`src/sv/sfr_pkg.sv`:
```
// shared constants, codes and types of the status frame receiver
package sfr_pkg;

  // frame store size and derived widths
  localparam int MAX_FRAME = 16;
  localparam int IDX_W     = $clog2(MAX_FRAME + 1);

  // frame queue between front and back
  localparam int QDEPTH = 4;
  localparam int QPTR_W = $clog2(QDEPTH);
  localparam int QCNT_W = $clog2(QDEPTH + 1);

  // framing bytes
  localparam logic [7:0] START_A    = 8'hAF;
  localparam logic [7:0] START_B    = 8'hFA;
  localparam logic [7:0] END_B      = 8'hA0;
  localparam logic [7:0] REPLY_ADDR = 8'h40;

  // addresses
  localparam logic [7:0] ADDR_BAT1   = 8'h60;
  localparam logic [7:0] ADDR_BAT2   = 8'h61;
  localparam logic [7:0] ADDR_REMOTE = 8'h30;

  // battery commands
  localparam logic [7:0] CMD_LEVEL = 8'h03;
  localparam logic [7:0] CMD_EXT   = 8'h1F;

  // reply header fields
  localparam logic [7:0] SUB_LEVEL  = 8'h02;
  localparam logic [7:0] SUB_REMOTE = 8'h03;
  localparam logic [7:0] LEN_LONG   = 8'h05;
  localparam logic [7:0] LEN_SHORT  = 8'h04;
  localparam logic [7:0] CK_BASE    = 8'h80;
  localparam logic [7:0] MASK_ALL   = 8'hFF;

  // reply lengths in bytes
  localparam int RLEN_W = 4;
  localparam logic [RLEN_W-1:0] RLEN_NONE  = 4'd0;
  localparam logic [RLEN_W-1:0] RLEN_SHORT = 4'd10;
  localparam logic [RLEN_W-1:0] RLEN_LONG  = 4'd11;

  // led bar: divide by ten via reciprocal, then saturate
  localparam logic [7:0] DIV10_MUL   = 8'd205;
  localparam int         DIV10_SHIFT = 11;
  localparam logic [3:0] LED_MAX     = 4'd10;

  // frame class decided by the front
  typedef enum logic [1:0] {
    OP_STATUS = 2'd0,
    OP_LEVEL  = 2'd1,
    OP_EXT    = 2'd2,
    OP_REMOTE = 2'd3
  } op_t;

  // one finished frame, reduced to what the back needs
  typedef struct packed {
    op_t        op;
    logic       sel_two;
    logic [7:0] b5;
    logic [7:0] b6;
    logic [7:0] b7;
    logic       charge;
  } frame_desc_t;

  // queue handshake between the parts
  typedef struct packed {
    logic full;
    logic not_empty;
  } q_stat_t;

endpackage

```
`src/sv/sfr_if.sv`:
```
// request channels: received bytes in, results out
interface sfr_in_if;
  logic       valid;
  logic       ready;
  logic [7:0] rx_byte;

  modport source (output valid, output rx_byte, input ready);
  modport sink (input valid, input rx_byte, output ready);
endinterface

interface sfr_out_if;
  logic       valid;
  logic       ready;
  logic       kind;
  logic [7:0] tx_byte;
  logic       last;
  logic [7:0] battery_average;
  logic [3:0] led_count;
  logic       charging;
  logic [7:0] wheel_pins;

  modport source (output valid, output kind, output tx_byte, output last,
                  output battery_average, output led_count, output charging,
                  output wheel_pins, input ready);
  modport sink (input valid, input kind, input tx_byte, input last,
                input battery_average, input led_count, input charging,
                input wheel_pins, output ready);
endinterface

```
`src/sv/sfr_front.sv`:
```
// front part: start hunting, frame collection and classification
module sfr_front (
  input  logic                 clk,
  input  logic                 rst,
  sfr_in_if.sink               in_ch,
  input  sfr_pkg::q_stat_t     q_stat,
  output logic                 push,
  output sfr_pkg::frame_desc_t desc
);

  typedef enum logic [2:0] {
    PH_IDLE    = 3'b001,
    PH_START   = 3'b010,
    PH_COLLECT = 3'b100
  } phase_t;

  phase_t phase, phase_next;
  logic [sfr_pkg::IDX_W-1:0] byte_index, byte_index_next;
  logic [7:0] fb_addr, fb_addr_next;
  logic [7:0] fb_cmd, fb_cmd_next;
  logic [7:0] fb5, fb5_next;
  logic [7:0] fb6, fb6_next;
  logic [7:0] fb7, fb7_next;
  logic [7:0] fb8, fb8_next;
  logic [7:0] fb9, fb9_next;
  logic       accept;
  logic [7:0] b;

  // a request is taken whenever the queue has room
  assign in_ch.ready = !q_stat.full;
  assign accept      = in_ch.valid && in_ch.ready;
  assign b           = in_ch.rx_byte;

  // hunt and collect
  always_comb begin
    phase_next      = phase;
    byte_index_next = byte_index;
    fb_addr_next    = fb_addr;
    fb_cmd_next     = fb_cmd;
    fb5_next        = fb5;
    fb6_next        = fb6;
    fb7_next        = fb7;
    fb8_next        = fb8;
    fb9_next        = fb9;
    push            = 1'b0;
    if (accept) begin
      case (phase)
        PH_COLLECT: begin
          if (byte_index >= sfr_pkg::IDX_W'(sfr_pkg::MAX_FRAME)) begin
            // overlong frame: drop it and this byte
            phase_next      = PH_IDLE;
            byte_index_next = '0;
          end else begin
            if (byte_index == sfr_pkg::IDX_W'(2)) fb_addr_next = b;
            if (byte_index == sfr_pkg::IDX_W'(4)) fb_cmd_next  = b;
            if (byte_index == sfr_pkg::IDX_W'(5)) fb5_next     = b;
            if (byte_index == sfr_pkg::IDX_W'(6)) fb6_next     = b;
            if (byte_index == sfr_pkg::IDX_W'(7)) fb7_next     = b;
            if (byte_index == sfr_pkg::IDX_W'(8)) fb8_next     = b;
            if (byte_index == sfr_pkg::IDX_W'(9)) fb9_next     = b;
            byte_index_next = byte_index + sfr_pkg::IDX_W'(1);
            if (b == sfr_pkg::END_B) begin
              phase_next      = PH_IDLE;
              byte_index_next = '0;
              push            = 1'b1;
            end
          end
        end
        PH_START: begin
          if (b == sfr_pkg::START_B) begin
            // new frame: unreceived bytes read as zero
            fb_addr_next    = '0;
            fb_cmd_next     = '0;
            fb5_next        = '0;
            fb6_next        = '0;
            fb7_next        = '0;
            fb8_next        = '0;
            fb9_next        = '0;
            byte_index_next = sfr_pkg::IDX_W'(2);
            phase_next      = PH_COLLECT;
          end else if (b != sfr_pkg::START_A) begin
            phase_next = PH_IDLE;
          end
        end
        default: begin
          phase_next = (b == sfr_pkg::START_A) ? PH_START : PH_IDLE;
        end
      endcase
    end
  end

  // classify the finished frame, including the end byte itself
  always_comb begin
    desc.op      = sfr_pkg::OP_STATUS;
    desc.sel_two = (fb_addr_next == sfr_pkg::ADDR_BAT2);
    desc.b5      = fb5_next;
    desc.b6      = fb6_next;
    desc.b7      = fb7_next;
    desc.charge  = (fb8_next | fb9_next) != 8'h00;
    if (fb_addr_next == sfr_pkg::ADDR_BAT1 || fb_addr_next == sfr_pkg::ADDR_BAT2) begin
      if (fb_cmd_next == sfr_pkg::CMD_LEVEL) begin
        desc.op = sfr_pkg::OP_LEVEL;
      end else if (fb_cmd_next == sfr_pkg::CMD_EXT) begin
        desc.op = sfr_pkg::OP_EXT;
      end
    end else if (fb_addr_next == sfr_pkg::ADDR_REMOTE) begin
      desc.op = sfr_pkg::OP_REMOTE;
    end
  end

  // control state
  always_ff @(posedge clk) begin
    if (rst) begin
      phase      <= PH_IDLE;
      byte_index <= '0;
    end else begin
      phase      <= phase_next;
      byte_index <= byte_index_next;
    end
  end

  // captured frame bytes
  always_ff @(posedge clk) begin
    fb_addr <= fb_addr_next;
    fb_cmd  <= fb_cmd_next;
    fb5     <= fb5_next;
    fb6     <= fb6_next;
    fb7     <= fb7_next;
    fb8     <= fb8_next;
    fb9     <= fb9_next;
  end

endmodule

```
`src/sv/sfr_queue.sv`:
```
// short queue of finished frames between front and back
module sfr_queue (
  input  logic                 clk,
  input  logic                 rst,
  input  logic                 push,
  input  sfr_pkg::frame_desc_t push_desc,
  input  logic                 pop,
  output sfr_pkg::frame_desc_t head_desc,
  output sfr_pkg::q_stat_t     q_stat
);

  sfr_pkg::frame_desc_t slots [sfr_pkg::QDEPTH];
  logic [sfr_pkg::QPTR_W-1:0] wr_ptr;
  logic [sfr_pkg::QPTR_W-1:0] rd_ptr;
  logic [sfr_pkg::QCNT_W-1:0] count;
  logic do_push, do_pop;

  assign q_stat.full      = (count == sfr_pkg::QCNT_W'(sfr_pkg::QDEPTH));
  assign q_stat.not_empty = (count != '0);
  assign do_push          = push && !q_stat.full;
  assign do_pop           = pop && q_stat.not_empty;
  assign head_desc        = slots[rd_ptr];

  // pointers and fill count, wrapping at the depth
  always_ff @(posedge clk) begin
    if (rst) begin
      wr_ptr <= '0;
      rd_ptr <= '0;
      count  <= '0;
    end else begin
      if (do_push) begin
        wr_ptr <= (wr_ptr == sfr_pkg::QPTR_W'(sfr_pkg::QDEPTH - 1)) ?
                  '0 : wr_ptr + sfr_pkg::QPTR_W'(1);
      end
      if (do_pop) begin
        rd_ptr <= (rd_ptr == sfr_pkg::QPTR_W'(sfr_pkg::QDEPTH - 1)) ?
                  '0 : rd_ptr + sfr_pkg::QPTR_W'(1);
      end
      case ({do_push, do_pop})
        2'b10:   count <= count + sfr_pkg::QCNT_W'(1);
        2'b01:   count <= count - sfr_pkg::QCNT_W'(1);
        default: count <= count;
      endcase
    end
  end

  // slot storage
  always_ff @(posedge clk) begin
    if (do_push) slots[wr_ptr] <= push_desc;
  end

endmodule

```
`src/sv/sfr_back.sv`:
```
// back part: applies frame updates and streams status and reply bytes
module sfr_back (
  input  logic                 clk,
  input  logic                 rst,
  input  sfr_pkg::frame_desc_t desc,
  input  sfr_pkg::q_stat_t     q_stat,
  output logic                 pop,
  sfr_out_if.source            out_ch
);

  // lowest set bit of v among bits below nbits
  function automatic logic [7:0] lowest_bit(input logic [7:0] v, input logic [3:0] nbits);
    logic [7:0] r;
    logic       found;
    r     = '0;
    found = 1'b0;
    for (int k = 0; k < 8; k++) begin
      if (!found && v[k] && (k < int'(nbits))) begin
        r[k]  = 1'b1;
        found = 1'b1;
      end
    end
    return r;
  endfunction

  logic       active;
  logic [3:0] ridx;
  logic [sfr_pkg::RLEN_W-1:0] rlen, rlen_next;
  logic [7:0] r3, r3_next, r4, r4_next, r6, r6_next, r7, r7_next, r8, r8_next;
  logic [7:0] level_one, level_one_next, level_two, level_two_next;
  logic [7:0] control_mask, control_mask_next, wheel_mask, wheel_mask_next;
  logic       charge_held, charge_held_next;
  logic [7:0] pins_held, pins_held_next;
  logic [7:0] ext_e, ctl_c, whl_w, ctl_lb, whl_lb;
  logic       fire, is_last;
  logic [8:0] level_sum;
  logic [7:0] avg;
  logic [15:0] led_prod;
  logic [4:0] led_raw;

  assign fire    = out_ch.valid && out_ch.ready;
  assign is_last = ({1'b0, ridx} == {1'b0, rlen});
  assign pop     = q_stat.not_empty && (!active || (fire && is_last));

  // state update for the frame at the head of the queue
  always_comb begin
    level_one_next    = level_one;
    level_two_next    = level_two;
    control_mask_next = control_mask;
    wheel_mask_next   = wheel_mask;
    charge_held_next  = charge_held;
    pins_held_next    = pins_held;
    rlen_next         = sfr_pkg::RLEN_NONE;
    r3_next           = '0;
    r4_next           = '0;
    r6_next           = '0;
    r7_next           = '0;
    r8_next           = '0;
    ext_e             = '0;
    ctl_c             = desc.b6 & control_mask;
    whl_w             = desc.b7 & wheel_mask;
    ctl_lb            = lowest_bit(ctl_c, 4'd5);
    whl_lb            = lowest_bit(whl_w, 4'd8);
    case (desc.op)
      sfr_pkg::OP_LEVEL: begin
        if (desc.sel_two) level_two_next = desc.b7;
        else              level_one_next = desc.b7;
        // an empty level takes the other one
        if (level_one_next == 8'h00) level_one_next = level_two_next;
        if (level_two_next == 8'h00) level_two_next = level_one_next;
        charge_held_next = desc.charge;
        rlen_next = sfr_pkg::RLEN_LONG;
        r3_next   = sfr_pkg::LEN_LONG;
        r4_next   = sfr_pkg::SUB_LEVEL;
        r6_next   = level_one_next;
        r7_next   = level_two_next;
        r8_next   = sfr_pkg::CK_BASE + sfr_pkg::LEN_LONG + sfr_pkg::SUB_LEVEL
                    + level_one_next + level_two_next;
      end
      sfr_pkg::OP_EXT: begin
        if (desc.sel_two) level_two_next = desc.b5;
        else              level_one_next = desc.b5;
        ext_e     = level_one_next | level_two_next;
        rlen_next = sfr_pkg::RLEN_SHORT;
        r3_next   = sfr_pkg::LEN_SHORT;
        r4_next   = sfr_pkg::CMD_EXT;
        r6_next   = ext_e;
        r7_next   = sfr_pkg::CK_BASE + sfr_pkg::LEN_SHORT + sfr_pkg::CMD_EXT + ext_e;
        r8_next   = sfr_pkg::START_A;
      end
      sfr_pkg::OP_REMOTE: begin
        pins_held_next = '0;
        if ((desc.b6 | desc.b7) != 8'h00) begin
          if (ctl_c != 8'h00) begin
            if (ctl_lb != 8'h00) control_mask_next = ctl_lb;
            rlen_next = sfr_pkg::RLEN_LONG;
            r3_next   = sfr_pkg::LEN_LONG;
            r4_next   = sfr_pkg::SUB_REMOTE;
            r6_next   = control_mask_next;
            r7_next   = 8'h00;
            r8_next   = sfr_pkg::CK_BASE + sfr_pkg::LEN_LONG + sfr_pkg::SUB_REMOTE
                        + control_mask_next;
          end else begin
            control_mask_next = sfr_pkg::MASK_ALL;
          end
          if (whl_w != 8'h00) begin
            wheel_mask_next = whl_lb;
            pins_held_next  = whl_lb;
          end else begin
            wheel_mask_next = sfr_pkg::MASK_ALL;
          end
        end
      end
      default: begin
      end
    endcase
  end

  // result sequencer and held state
  always_ff @(posedge clk) begin
    if (rst) begin
      active       <= 1'b0;
      ridx         <= '0;
      level_one    <= '0;
      level_two    <= '0;
      control_mask <= sfr_pkg::MASK_ALL;
      wheel_mask   <= sfr_pkg::MASK_ALL;
      charge_held  <= 1'b0;
      pins_held    <= '0;
    end else if (pop) begin
      active       <= 1'b1;
      ridx         <= '0;
      level_one    <= level_one_next;
      level_two    <= level_two_next;
      control_mask <= control_mask_next;
      wheel_mask   <= wheel_mask_next;
      charge_held  <= charge_held_next;
      pins_held    <= pins_held_next;
    end else if (fire) begin
      if (is_last) active <= 1'b0;
      else         ridx   <= ridx + 4'd1;
    end
  end

  // reply payload of the frame being streamed
  always_ff @(posedge clk) begin
    if (pop) begin
      rlen <= rlen_next;
      r3   <= r3_next;
      r4   <= r4_next;
      r6   <= r6_next;
      r7   <= r7_next;
      r8   <= r8_next;
    end
  end

  // status fields
  assign level_sum = {1'b0, level_one} + {1'b0, level_two};
  assign avg       = level_sum[8:1];
  assign led_prod  = {8'h00, avg} * {8'h00, sfr_pkg::DIV10_MUL};
  assign led_raw   = led_prod[sfr_pkg::DIV10_SHIFT +: 5];

  // reply byte by position; index zero is the status result
  always_comb begin
    case (ridx)
      4'd1:    out_ch.tx_byte = sfr_pkg::START_A;
      4'd2:    out_ch.tx_byte = sfr_pkg::START_B;
      4'd3:    out_ch.tx_byte = sfr_pkg::REPLY_ADDR;
      4'd4:    out_ch.tx_byte = r3;
      4'd5:    out_ch.tx_byte = r4;
      4'd6:    out_ch.tx_byte = sfr_pkg::REPLY_ADDR;
      4'd7:    out_ch.tx_byte = r6;
      4'd8:    out_ch.tx_byte = r7;
      4'd9:    out_ch.tx_byte = r8;
      4'd10:   out_ch.tx_byte = (rlen == sfr_pkg::RLEN_SHORT) ? sfr_pkg::END_B
                                                              : sfr_pkg::START_A;
      4'd11:   out_ch.tx_byte = sfr_pkg::END_B;
      default: out_ch.tx_byte = 8'h00;
    endcase
  end

  assign out_ch.valid           = active;
  assign out_ch.kind            = (ridx != 4'd0);
  assign out_ch.last            = is_last;
  assign out_ch.battery_average = avg;
  assign out_ch.led_count       = (led_raw > {1'b0, sfr_pkg::LED_MAX}) ?
                                  sfr_pkg::LED_MAX : led_raw[3:0];
  assign out_ch.charging        = charge_held;
  assign out_ch.wheel_pins      = pins_held;

endmodule

```
`src/sv/status_frame_receiver_responder_top.sv`:
```
// top level of the status frame receiver and responder
//
// Takes one received byte per cycle while its four-frame queue has room. The
// front hunts for AF FA, collects the frame up to A0 and queues it with its
// class; the back applies the battery or remote update and then streams one
// result per cycle while the output is ready: the status result and, when
// due, the ten or eleven bytes of the 40 reply frame, stepped by its result
// sequencer and the output handshake. A finished frame is queued and, when the
// back is free, popped into its registers, which drive its first result. Input
// bytes stall only when four finished frames are waiting behind the back.
module status_frame_receiver_responder_top (
  input  logic      clk,
  input  logic      rst,
  sfr_in_if.sink    in_ch,
  sfr_out_if.source out_ch
);

  sfr_pkg::frame_desc_t push_desc;
  sfr_pkg::frame_desc_t head_desc;
  sfr_pkg::q_stat_t     q_stat;
  logic                 push;
  logic                 pop;

  sfr_front u_front (
    .clk    (clk),
    .rst    (rst),
    .in_ch  (in_ch),
    .q_stat (q_stat),
    .push   (push),
    .desc   (push_desc)
  );

  sfr_queue u_queue (
    .clk       (clk),
    .rst       (rst),
    .push      (push),
    .push_desc (push_desc),
    .pop       (pop),
    .head_desc (head_desc),
    .q_stat    (q_stat)
  );

  sfr_back u_back (
    .clk    (clk),
    .rst    (rst),
    .desc   (head_desc),
    .q_stat (q_stat),
    .pop    (pop),
    .out_ch (out_ch)
  );

endmodule

```
`src/flat_wrapper.sv`:
```
// flat-port wrapper written by rule: the top's interface ports become plain ports
module status_frame_receiver_responder_top_flat 
  (clk, rst, in_ch_valid, in_ch_rx_byte, in_ch_ready, out_ch_valid, out_ch_kind, out_ch_tx_byte, out_ch_last, out_ch_battery_average, out_ch_led_count, out_ch_charging, out_ch_wheel_pins, out_ch_ready);
  sfr_in_if in_ch_i ();
  sfr_out_if out_ch_i ();
  input  logic clk;
  input  logic rst;
  input wire logic [$bits(in_ch_i.valid)-1:0] in_ch_valid;
  input wire logic [$bits(in_ch_i.rx_byte)-1:0] in_ch_rx_byte;
  output wire logic [$bits(in_ch_i.ready)-1:0] in_ch_ready;
  output wire logic [$bits(out_ch_i.valid)-1:0] out_ch_valid;
  output wire logic [$bits(out_ch_i.kind)-1:0] out_ch_kind;
  output wire logic [$bits(out_ch_i.tx_byte)-1:0] out_ch_tx_byte;
  output wire logic [$bits(out_ch_i.last)-1:0] out_ch_last;
  output wire logic [$bits(out_ch_i.battery_average)-1:0] out_ch_battery_average;
  output wire logic [$bits(out_ch_i.led_count)-1:0] out_ch_led_count;
  output wire logic [$bits(out_ch_i.charging)-1:0] out_ch_charging;
  output wire logic [$bits(out_ch_i.wheel_pins)-1:0] out_ch_wheel_pins;
  input wire logic [$bits(out_ch_i.ready)-1:0] out_ch_ready;
  assign in_ch_i.valid = in_ch_valid;
  assign in_ch_i.rx_byte = in_ch_rx_byte;
  assign in_ch_ready = in_ch_i.ready;
  assign out_ch_valid = out_ch_i.valid;
  assign out_ch_kind = out_ch_i.kind;
  assign out_ch_tx_byte = out_ch_i.tx_byte;
  assign out_ch_last = out_ch_i.last;
  assign out_ch_battery_average = out_ch_i.battery_average;
  assign out_ch_led_count = out_ch_i.led_count;
  assign out_ch_charging = out_ch_i.charging;
  assign out_ch_wheel_pins = out_ch_i.wheel_pins;
  assign out_ch_i.ready = out_ch_ready;
  status_frame_receiver_responder_top u_core (.clk(clk), .rst(rst), .in_ch(in_ch_i), .out_ch(out_ch_i));
endmodule
```
`config.mk`:
```
export PLATFORM = sky130hd
export DESIGN_NAME = status_frame_receiver_responder_top_flat
export DESIGN_NICKNAME = d
export VERILOG_FILES = /design/src/sv/sfr_pkg.sv /design/src/sv/sfr_if.sv /design/src/sv/sfr_front.sv /design/src/sv/sfr_queue.sv /design/src/sv/sfr_back.sv /design/src/sv/status_frame_receiver_responder_top.sv /design/src/flat_wrapper.sv
export SDC_FILE = /design/constraint.sdc
export NUM_CORES = 1
export LEC_CHECK = 0
export BUFFER_PORTS_ARGS = -buffer_cell sky130_fd_sc_hd__buf_2
export CAP_MARGIN = 20
export CORE_MARGIN = 1
export CORE_UTILIZATION = 55
export CTS_CLUSTER_SIZE = 8
export DETAILED_ROUTE_END_ITERATION = 6
export GPL_TIMING_DRIVEN = 0
export PLACE_DENSITY = 0.75
export SETUP_SLACK_MARGIN = 0.02
export SLEW_MARGIN = 20
export SYNTH_ARGS = -nofsm -noshare
export SYNTH_HDL_FRONTEND = slang
export SYNTH_SLANG_ARGS = --single-unit
```
`constraint.sdc`:
```
create_clock -name clk -period 5.9 [get_ports clk]
set_input_delay 0.59 -clock clk [delete_from_list [all_inputs] [get_ports clk]]
set_output_delay 0.59 -clock clk [all_outputs]
set_load 0.1 [all_outputs]
```
==> results summary <==
The effective utilization at floorplan is 0.563. The number of max-slew violations in the final report is 0. The register bit total from synthesis is 259. The sequential share of the synthesized area came out at 0.497. The run finished, with violations left. For this run, the top clock speed supported by timing is between 150 and 200 MHz. Setup violations remaining at the end of the flow were counted as 4. Of the cells placed in the final design, the portion with a size suffix greater than 1 is 0.183. The worst setup path is captured at an output port. From left edge to right edge, the die measures 157 um.

The clock group share of total power is 0.264. The number of maximum-capacitance violations is 0. The number of global-route vias before repair came out at 9598.

The post-synthesis net count came out at 1331. STA classifies the critical path startpoint as a register. The summed negative setup slack over all endpoints is -1.24 ns. The clock slew seen by the registers of the worst setup and hold paths is ~0.05 ns. Setup repair after global routing could not meet its margin everywhere.

The number of vias per cell after detailed routing is 5.98. The met3 track demand over resource came out at 0.0405. The number of antenna violations at the first check in global routing came out at 0. Averaged over all synthesized cells, the footprint is 10.8 sq um. In the routed design, unresolved DRC markers number 0. The data arrival time at the worst-slack endpoint came out at 5.68 ns.

The number of standard-cell rows in the floorplan came out at 56. The synthesized netlist cell count came out at 1226. The path class of the tightest hold or removal check is in2reg. The worst setup timing slack at the placement stage is -0.596 ns. The number of endpoints with negative hold slack in the final report was 0.

The count of nets left with antenna violations once routing finished came out at 0. The number of buffers created by CTS came out at 38. The clock arrives with 0.0184 ns of skew.

The post-placement cell count is 1592. The max-slew headroom at the worst pin is 0.308. Global routing finished with a remaining overflow of 0. The synthesized design contains 140 enable-type register cells. The clock sink count came out at 259. The average routed wire per standard cell is 19.4 um.

The repair_antennas step left the layout with diodes totalling 0. The number of library cell types mapped by synthesis came out at 81. The design draws 7.74 mW. The later pin in the worst-skew pair is clocked with a latency of 0.54 ns.

Summed over all cells, the static leakage comes to 5.99 nW. The die height is 157 um. The final layout contains routed wiring with a total length of 33100 um.

More flip-flops sit in one register than any other, and that register is u_core.u_queue.slots. The weighted congestion at the end of routability-driven global placement came out at 0.958. Leaving out fill and tap cells, the most frequent cell in the layout is nand2_1. The hold-fix buffer count after cts is 0. The total track usage is 0.273. In the layout the commonest cells are 145 x nand2_1, 140 x edfxtp_1, 112 x dfxtp_1, 73 x o21ai_0, 69 x ha_1. The combinational fraction of design power is 0.462. The final reports fail on setup timing. The mapped cell area came out at around 13000 sq um.

The number of flip-flops under the largest register name is 112. The number of top-level pins came out at 45. Relative to the synthesized area, the layout overhead comes to 20.3%.

The TritonCTS clock tree is yes. The synthesis warning total is 0. The most used flip-flop cell after synthesis is edfxtp_1.

In the finished design, the share of the clock period the worst path needs comes to 1.06. The peak supply drop is 0.308 mV. The total internal power came out at 4.58 mW. The share of flip-flops with an asynchronous set or reset is 0. The detailed placer's ending HPWL came out at 22900 um. Sorting the synthesized cells by area gives the leading types as edfxtp_1 32%, dfxtp_1 18%, ha_1 7.5%.

The floorplan step defined a die boundary enclosing 24700 sq um. The violation count after the first detailed-routing iteration is 823. The total number of nets in the final design came out at 1461. Of the post-synthesis cell area, the dominant cell type holds 0.317. The cell area power density came out at 485 nW/um^2. The total of fill cells in the finished design is around 1700. The setup path with the least slack is of type reg2out. The met2 track demand over resource in global routing is 0.469. The final critical-path setup slack is -0.370 ns. The total area inside the core boundary comes to ~24000 sq um. The required time at the endpoint of the critical path came out at 5.31 ns. The synthesized design spends more area on one cell type than any other, namely edfxtp_1. At the pin with the least slew margin, the transition time is roughly 1 ns. The count of port buffers added during placement came out at 44. The switching part of the total came out at 0.409. The root buffer selected by CTS is clkbuf_16. The non-filler instance count after layout came out at 1705.

The wire length of the first global-routing pass is roughly 52000 um. After layout, the minimum clock period comes to 6.27 ns. After global routing, the most crowded layer is met2. The first-pass iteration count of the detailed router came out at 5. The maximum fanout count along the critical path is 5. The net load switching power came out at 3.16 mW. The share of total power dissipated in sequential elements is 0.274. The detailed-route via count is about 10000. The clock passes through at most 3 buffers. The met1 track demand over resource in global routing came out at 0.353.

The clock tree synthesis step divided the H-tree into 2 levels. The largest net degree at the start of global routing came out at 31.
power by group through the flow:
stage / Sequential (mW) / Combinational, mW / Clock, mW
2_1_floorplan: 2.16 / 2.55 / 0
5_1_grt: 2.13 / 3.87 / 2.15
3_5_place_dp: 2.15 / 3.37 / 0
6_report: 2.12 / 3.58 / 2.04
3_3_place_gp: 2.16 / 3.30 / 0
4_1_cts: 2.12 / 3.48 / 2.07
worst paths after layout:
| kind | start | end | slack (ns) | depth (start not counted) |
|---|---|---|---|---|
| min reg2reg | u_core.u_front.fb_addr[1]$_DFF_P_ | u_core.u_front.fb_addr[1]$_DFF_P_ | 0.45 | 2 |
| max | u_core.u_back.level_two[1]$_SDFFE_PP0P_ | out_ch_led_count[0] | -0.37 | 23 |
| min | in_ch_rx_byte[5] | u_core.u_front.fb_addr[5]$_DFF_P_ | 0.42 | 3 |
| max reg2reg | register | u_core.u_back.r8[7]$_DFFE_PP_ | 0.57 | 18 |
through the flow:
step	instance area [sq um]	util	hold slack, ns
5_1_grt	15900	0.677	0.430
4_1_cts	15800	0.670	0.402
3_5_place_dp	14200	0.603	0.439
3_3_place_gp	14100	0.600	0.429
2_1_floorplan	13500	-	0.416
6_report	15900	0.677	0.421
critical path: stages (launching register included):
cell and delay [ns]:
dfxtp_4 0.39, ha_2 0.28, nand4_1 0.15, a21boi_2 0.08, o21ai_1 0.14, nand2b_1 0.09, a21o_1 0.17, a21o_1 0.24
xor2_4 0.19, ha_4 0.29, inv_2 0.03, fa_1 0.49, inv_1 0.05, fa_1 0.49, inv_2 0.04, fa_1 0.52
inv_2 0.05, ha_4 0.28, nand3_1 0.09, o2111ai_2 0.25, a21oi_2 0.10, xor2_2 0.18, a311oi_4 0.33, buf_12 0.21
per-layer routing:
layer | vias up | part of all wire
met5 | - | 0
met4 | 0 | 0.029
met3 | 82 | 0.058
met2 | 369 | 0.49
met1 | 4916 | 0.42
li1 | 4829 | -
layout make-up:
cell class | instances | area [sq um] | share of cell area
sequential | 259 | 6610 | 0.414
multi-input combinational | 851 | 6650 | 0.417
timing repair buffer | 90 | 667 | 0.0418
clock buffer | 67 | 1070 | 0.0671
buffer | 43 | 200 | 0.0126
clock inverter | 3 | 80.1 | 0.00502
inverter | 73 | 279 | 0.0175
tap | 319 | 399 | 0.0250
logic make-up (layout without fill, tap and decap cells):
logic type / after synthesis / in the layout / synth area share
AO/OA/AOI/OAI: 304 / 304 / 0.151
XOR/XNOR: 36 / 36 / 0.0238
adder cells (fa/ha/maj): 93 / 93 / 0.0957
buffers and inverters: 116 / 276 / 0.0357
flip-flops: 259 / 259 / 0.497
multiplexers: 42 / 42 / 0.0575
AND/OR/NAND/NOR: 376 / 376 / 0.139
synth_stat cells, types with 18 or more instances:
cell type and n:
a21oi_1 65, clkbuf_1 25, dfxtp_1 119, edfxtp_1 140, ha_1 79, inv_1 72, mux4_2 27, nand2_1 145
nand3_1 18, nor2_1 70, nor3_1 25, o21ai_0 79, xnor2_1 18, xor2_1 18
timing repair:
action / in CTS / in global routing
gates cloned: 0 / 0
pin swaps: 24 / 17
setup endpoints to repair: 4 / 4
resized for setup: 46 / 13
buffers inserted: 29 / 15
Power figures use the tool's default switching activity.
